<file path="config.mk">
export PLATFORM = sky130hd
export DESIGN_NAME = mlk_merge
export DESIGN_NICKNAME = d
export VERILOG_FILES = /design/src/sv/mlk_pkg.sv /design/src/sv/mlk_merge.sv
export SDC_FILE = /design/constraint.sdc
export NUM_CORES = 1
export LEC_CHECK = 0
export BUFFER_PORTS_ARGS = -buffer_cell sky130_fd_sc_hd__buf_4
export CELL_PAD_IN_SITES_DETAIL_PLACEMENT = 2
export CELL_PAD_IN_SITES_GLOBAL_PLACEMENT = 2
export CORE_MARGIN = 5
export CORE_UTILIZATION = 23
export CTS_CLUSTER_SIZE = 24
export DETAILED_ROUTE_END_ITERATION = 16
export PLACE_DENSITY = 0.95
export SYNTH_ARGS = -nofsm -noshare
export SYNTH_HDL_FRONTEND = slang
export SYNTH_SLANG_ARGS = --single-unit
</file>
<file path="constraint.sdc">
create_clock -name i_clk -period 3.6 [get_ports i_clk]
set_clock_uncertainty 0.1 [all_clocks]
set_input_delay 0.72 -clock i_clk [delete_from_list [all_inputs] [get_ports i_clk]]
set_output_delay 0.72 -clock i_clk [all_outputs]
set_load 0.01 [all_outputs]
</file>
<file path="src/sv/mlk_pkg.sv">
// ----------------------------------------------------------------------------
// Multi-list top-k keeper package
// Shared constants, request codes and the word types of the block.
// ----------------------------------------------------------------------------
package mlk_pkg;

    localparam int LISTS_DEF   = 4;
    localparam int LEADERS_DEF = 16;
    localparam int LEN_RESET   = 16;
    localparam int MAX_LISTS   = 4;
    localparam int ID_W        = 16;
    localparam int SCORE_W     = 32;
    localparam int LEN_CFG_W   = 5;

    localparam logic REQ_INSERT = 1'b0;
    localparam logic REQ_READ   = 1'b1;

    typedef struct packed {
        logic                      req_type;
        logic [ID_W-1:0]           item_id;
        logic signed [SCORE_W-1:0] score_a;
        logic signed [SCORE_W-1:0] score_b;
        logic signed [SCORE_W-1:0] score_c;
        logic signed [SCORE_W-1:0] score_d;
        logic [1:0]                list_sel;
        logic [3:0]                rank_sel;
    } t_req;

    typedef struct packed {
        logic [ID_W-1:0]           out_id;
        logic signed [SCORE_W-1:0] out_score;
        logic                      out_valid;
        logic [MAX_LISTS-1:0]      kept_mask;
    } t_res;

    // Read-out of one lane at the requested rank.
    typedef struct packed {
        logic                      valid;
        logic [ID_W-1:0]           id;
        logic signed [SCORE_W-1:0] score;
    } t_lane_rd;

endpackage

</file>
<file path="src/sv/mlk_merge.sv">
// ----------------------------------------------------------------------------
// Multi-list top-k keeper merge stage
// Gathers the lanes' kept flags and read-outs into the registered result.
// ----------------------------------------------------------------------------
module mlk_merge
    import mlk_pkg::*;
#(
    parameter int LISTS = LISTS_DEF
) (
    input  logic             i_clk,
    input  logic             i_rst_n,
    input  logic             i_accept,
    input  logic             i_req_type,
    input  logic [1:0]       i_list_sel,
    input  logic [LISTS-1:0] i_kept,
    input  t_lane_rd         i_rd [LISTS],
    output logic             o_done,
    output t_res             o_res
);

    t_res n_res;

    always_comb begin
        n_res = '0;
        if (i_req_type == REQ_INSERT) begin
            for (int l = 0; l < LISTS; l++) begin
                n_res.kept_mask[l] = i_kept[l];
            end
        end else begin
            for (int l = 0; l < LISTS; l++) begin
                if (int'(i_list_sel) == l) begin
                    n_res.out_valid = i_rd[l].valid;
                    n_res.out_id    = i_rd[l].id;
                    n_res.out_score = i_rd[l].score;
                end
            end
        end
    end

    always_ff @(posedge i_clk) begin
        if (!i_rst_n) begin
            o_done <= 1'b0;
        end else begin
            o_done <= i_accept;
        end
    end

    always_ff @(posedge i_clk) begin
        if (i_accept) begin
            o_res <= n_res;
        end
    end

endmodule

</file>
Yosys cells after proc, flatten, opt, wreduce, memory -nomap -nowiden:

Cells that the tools add are included.

* flip-flop bits (word level): 54

* reduce and logical (&&, ||, !) cells: 1
* equality and inequality tests: 3
* mux-type cells: 4

Operator list (count)
* $mux W49: 4
* $eq A2 B2 Y1 const B: 2
* $eq A2 B1 Y1 const B: 1
* $logic_not A2 Y1: 1

Logic depth before layout (Yosys ltp):

Gate-level depths: netlist of the first run.

* depth after elaboration: 5
* mapped depth: 5
* depth with buffers taken out: 2

Worst setup path after synthesis of the first run:

Ideal clock, no wire load.

* path type: in2reg
* from: input port i_list_sel[0]
* to: register o_res[23] (netlist name), data pin
* path slack: 1.819 ns
* arrival: 1.410 ns
* data required time: 3.229 ns
* cell stages on the path: 5
* library setup time: 0.271 ns
* cell sequence: buf_4 -> buf_6 -> buf_8 -> mux2i_1 -> o22ai_1

* longest elaborated chain between the ends: 5

Ends and longest elaborated chain
* start: declaration: RTL line mlk_merge.sv:14 `input logic [1:0] i_list_sel,`
* $logic_not A2 Y1: RTL line mlk_merge.sv:31 `if (int'(i_list_sel) == l) begin`
* $mux W49 (3 in a row): RTL line mlk_merge.sv:31
* $mux W49 (*): RTL line mlk_merge.sv:31
* end signal: assignment: RTL line mlk_merge.sv:50 `o_res <= n_res;`
* end: declaration: RTL line mlk_merge.sv:18 `output t_res o_res`

Mark *: on every way between the ends. The rest lies on a longest branch, timed or not.
A chain may end at the register's enable or synchronous reset.

Final worst setup path of the first run:

* from: input port i_list_sel[1]
* to: register o_res[43] (netlist name), data pin

The elaborated chain is that of the path after synthesis.

==> key figures, run 1 <==
Status
  – Status: finished clean

Clock tree
  – Clock-pin slew of the registers on the worst-case setup and hold paths: 0.07 ns
  – H-tree depth reported by CTS: 2
  – # hold bufs at CTS: 0
  – CTS root buf: clkbuf_16
  – Clock sink total: 54
  – Post-CTS Resized: 0
  – CTS tree: done
  – Num CTS Buffers: 5
  – Post-CTS setup buffer count: 0
  – Max clock buf depth: 2

Route
  – Routed len/inst: 20.38 µm
  – Final wirelength: 13290 µm
  – Via count: 3027
  – Drt pass-1 iters: 4
  – DRT antenna net count: 0
  – Starting DRT DRC Count: 144
  – Via density: 4.643
  – DRC: 0

Placement
  – Port Buffers: 259
  – HPWL Detailed: 10470 µm
  – Placed cells: 644
  – Gpl congestion: 0.8172
  – Dpl ws: 1.198 ns

Hold path
  – Type of the most critical hold path: in -> reg

Global route
  – Vias in the first global route: 3555
  – First-pass GRT wire length: 19730 µm
  – Total global routing overflow: 0
  – Initial antenna violation count: 0
  – Largest net degree at the start of global routing: 99
  – Gr usage total: 0.1566

Setup path
  – CP Capture Type: register
  – CP startpoint kind: primary input
  – Crit path max fanout: 49
  – Critical path data required time: 3.59 ns
  – Crit path kind: in -> reg
  – Data arrival at the endpoint of the critical path: 2.04 ns

Timing
  – Setup_tns: 0 ns
  – Final min period: 2.051 ns
  – Fin crit share: 0.5698
  – Fmax: 487.5 MHz
  – Least-Margin Pin Slew: 1.104 ns
  – Final hold vios: 0
  – Fin worst setup slack: 1.549 ns
  – Unrepaired setup endpoints after global routing: no
  – Final setup viols: 0
  – Slew Limit Fails: 0
  – Worst rel slew slack: 0.2640

Power and ir drop
  – Net switching power: 0.4390 mW
  – P_leak: 2.532 nW
  – Comb pwr share: 0.251
  – Power share of the clock group: 0.340
  – Flop pwr share: 0.409
  – Sw Share: 0.2318
  – VDD IR-drop max: 0.2046 mV
  – Int Pwr: 1.455 mW
  – Power Density: 355.5 mW/mm²

Floorplan
  – Die area: 0.01585 mm²
  – FP Rows: 42
  – Die Y-Extent: 125.9 µm
  – Initial core utilization: 0.2342
  – Boundary pin count: 260
  – Core Footprint: 0.01319 mm²
  – Die Wd: 125.9 µm

Layout
  – Layout fillers: 1360
  – Final nets: 681
  – Share of cells above drive strength 1: 0.5672
  – Reg area: 0.001612 mm²
  – Area Overhead vs Synth: 72.50%
  – Antenna cell count: 0
  – Final Non-Filler Cells: 652
  – Area occupied by multi-input gates: 0.001334 mm²

Synthesis
  – Synth top area cells: edfxtp_1 52%, mux2i_1 32%, o22ai_1 9.9%
  – Synth Net Count: 435
  – Yosys top cell area share: 0.5152
  – Largest area contributor in the netlist: edfxtp_1
  – Post-synth cell types: 14
  – Seq/Total Area, Yosys: 0.5217
  – Synth Warn #: 0
  – Gate Count Post-Synth: 229
  – Mapped cell area: 0.003089 mm²
  – Synth Register Bits: 54
  – Synthesized area per cell: 13.49 µm²

Job
  – Max-Cap Viols: 0
layout by cell type, fill, tap and decap left out, types with 2 or more instances in the layout:
cell       instances
clkbuf_16          5
nor2b_1            4
buf_4            259
mux2i_1           98
bufinv_16          2
edfxtp_1          53
o22ai_1           49
power groups by stage:
stage,logic (mW),registers (mW),clock network (mW)
2_1_floorplan,0.145,0.818,0
3_3_place_gp,0.461,0.786,0
3_5_place_dp,0.483,0.790,0
4_1_cts,0.483,0.777,0.666
5_1_grt,0.510,0.781,0.691
6_report,0.475,0.776,0.644
synth_stat cells, drive strengths merged:
cell / number
mux2i: 98
edfxtp: 53
o22ai: 49
buf: 16
clkbuf: 5
nor2b: 4
and2: 1
dfxtp: 1
nand2: 1
nand2b: 1
final timing paths:
path,slack (ns),to,startpoint,cells after the start
max,1.55,o_res[43],i_list_sel[1],3
min,0.56,o_done,i_rst_n,2
through the flow:
stage | hold slack, ns | power [mW] | util | area, µm²
2_1_floorplan | 0.7325 | 0.9626 | - | 3089
3_3_place_gp | 0.8277 | 1.248 | 0.3889 | 5130
3_5_place_dp | 0.8629 | 1.273 | 0.3889 | 5130
4_1_cts | 0.5530 | 1.926 | 0.4040 | 5329
5_1_grt | 0.5527 | 1.982 | 0.4040 | 5329
6_report | 0.5615 | 1.894 | 0.4040 | 5329
state kept, by name, summed over array words and instances (netlist names):
| signal | cells |
|---|---|
| o_res | 53 |
| o_done | 1 |
layer usage:
layer | track usage | vias up | wire length, µm
li1 | - | 1413 | -
met1 | 0.1693 | 1434 | 4924
met2 | 0.2933 | 166 | 6998
met3 | 0.05038 | 14 | 1116
met4 | 0.04101 | 0 | 247
met5 | 0 | - | 0
area by class of cell:
type	count	area share
multi-input cells	154	0.2503
repair buffers	260	0.3686
clock buffers	6	0.02606
well taps	176	0.04132
clock inverters	2	0.01127
flip-flops and latches	54	0.3024
worst max-delay path, cell delays in order:
cell and delay (ns):
buf_4 0.12, nand2b_2 0.70, o22ai_1 0.47
cell families (layout without fill, tap and decap cells):
| kind of cell | Yosys count | in the layout | synth area share |
|---|---|---|---|
| AND/OR/NAND/NOR | 7 | 7 | 0.01337 |
| buffers and inverters | 21 | 268 | 0.04820 |
| AO/OA/AOI/OAI | 49 | 49 | 0.09923 |
| multiplexers | 98 | 98 | 0.3175 |
| flip-flops | 54 | 54 | 0.5217 |
Power figures use the tool's default switching activity.
==> run 2: changes to the inputs <==
CORE_UTILIZATION = 22   (was 23)
PLACE_DENSITY = 0.93   (was 0.95)
clock period = 2 ns   (was 3.6 ns; I/O delays follow)
==> run 2 against run 1 <==
Sequential share of layout area decreased by 0.17 points. Global-route usage decreased by 0.14 points. Clock power increased by 37%. Worst hold slack got worse by 0.34 ns. Critical path type is now reg -> out. Largest power group unchanged.
==> key figures, run 2 (synthesis gave the netlist of run 1 again) <==
Timing
  – Least-Margin Pin Slew: 0.3853 ns
  – Final min period: 1.376 ns
  – Slew Limit Fails: 0
  – Final setup viols: 0
  – Setup_tns: 0 ns
  – Unrepaired setup endpoints after global routing: no
  – Worst rel slew slack: 0.7432
  – Fin crit share: 0.6878
  – Fin worst setup slack: 0.6244 ns
  – Final hold vios: 0
  – Fmax: 727.0 MHz

Global route
  – Gr usage total: 0.1552
  – Initial antenna violation count: 0
  – Total global routing overflow: 0
  – Largest net degree at the start of global routing: 54
  – Vias in the first global route: 3605
  – First-pass GRT wire length: 19960 µm

Layout
  – Share of cells above drive strength 1: 0.5735
  – Largest registers: o_res: 53 flops, o_done: 1 flops
  – Final Non-Filler Cells: 663
  – Biggest register: o_res
  – Most frequent cells in the layout: 264 x buf_4, 98 x mux2i_1, 53 x edfxtp_1
  – Most common cell after layout, fill and taps aside: buf_4
  – Max FFs per register: 53
  – Final instance area: 0.005359 mm²
  – Antenna cell count: 0
  – Layout fillers: 1450
  – Final nets: 688
  – Area Overhead vs Synth: 73.47%

Hold path
  – Type of the most critical hold path: in -> reg

Route
  – Routed len/inst: 20.55 µm
  – Drt pass-1 iters: 4
  – Via density: 4.626
  – Top Layer Used: met4
  – Metal3 WL: 1426 µm
  – WL met1: 5067 µm
  – Met2 wire length: 6969 µm
  – DRT antenna net count: 0
  – Final wirelength: 13630 µm
  – DRC: 0
  – Starting DRT DRC Count: 76
  – Via count: 3067

Clock tree
  – CTS root buf: clkbuf_16
  – Max clock buf depth: 2
  – CTS tree: done
  – Clock sink total: 54
  – Num CTS Buffers: 5
  – # hold bufs at CTS: 0
  – Post-CTS Resized: 0
  – Post-CTS setup buffer count: 0
  – H-tree depth reported by CTS: 2
  – Clock-pin slew of the registers on the worst-case setup and hold paths: 0.07 ns

Floorplan
  – Die Wd: 128.5 µm
  – Initial core utilization: 0.2234
  – Core Footprint: 0.01383 mm²
  – Die Y-Extent: 128.5 µm
  – Boundary pin count: 260
  – Die area: 0.01651 mm²
  – FP Rows: 43

Placement
  – HPWL Detailed: 11360 µm
  – Gpl congestion: 0.8552
  – Placed cells: 655
  – Port Buffers: 259
  – Dpl ws: 0.3374 ns
  – Placed inst area: 0.005213 mm²

Status
  – Status: finished clean

Setup path
  – CP top delay family: flip-flops
  – Crit path max fanout: 1
  – Data arrival at the endpoint of the critical path: 0.88 ns
  – Crit path buf inv count: 1
  – CP Capture Type: output pin
  – CP max stage cell: edfxtp_1
  – CP startpoint kind: register
  – Worst path cell trace: buf_4
  – Crit path kind: reg -> out
  – Max stage delay on crit path: 0.42 ns
  – Critical path data required time: 1.50 ns

Job
  – Max-Cap Viols: 0

Power and ir drop
  – P_leak: 2.547 nW
  – VDD IR-drop max: 0.2839 mV
  – Power Density: 587.5 mW/mm²
[run 2: cell count changes in the layout (fill, tap and decap cells not counted), sizes merged]
cell	delta
buf	+7
bufinv	-2
clkinv	+2
clkbuf	-1
clkinvlp	+1
[run 2: area by class of cell]
cell class	count	area (µm²)	area share
clock inverters	3	21.27	0.003969
clock buffers	5	125.1	0.02335
flip-flops and latches	54	1612	0.3007
multi-input cells	154	1334	0.2489
well taps	180	225.2	0.04203
repair buffers	267	2042	0.3810
[run 2: final timing paths]
| check | from | to | slack (ns) | cells after the start |
|---|---|---|---|---|
| max | o_res[31] | o_res[31] | 0.62 | 1 |
| min | i_rst_n | o_done | 0.22 | 2 |
[run 2: power by group]
group / total [mW] / internal, mW / switching [mW]
sequential: 1.39 / 1.36 / 0.0314
combinational: 0.874 / 0.516 / 0.358
clock: 0.881 / 0.465 / 0.415
[run 2: stage by stage]
stage                     power (mW)    util  hold slack, ns
after floorplan                1.733       -          0.4125
after global placement         2.264  0.3770          0.5080
after detailed placement       2.311  0.3770          0.5228
after CTS                      3.197  0.3876          0.2121
after global routing           3.298  0.3876          0.2385
final                          3.148  0.3876          0.2210
[run 2: per-layer routing]
metal  global-route usage  vias to the layer above
met5                    0                        -
met4              0.03088                        0
met3              0.05355                       14
met2               0.2856                      181
met1               0.1740                     1446
li1                     -                     1426
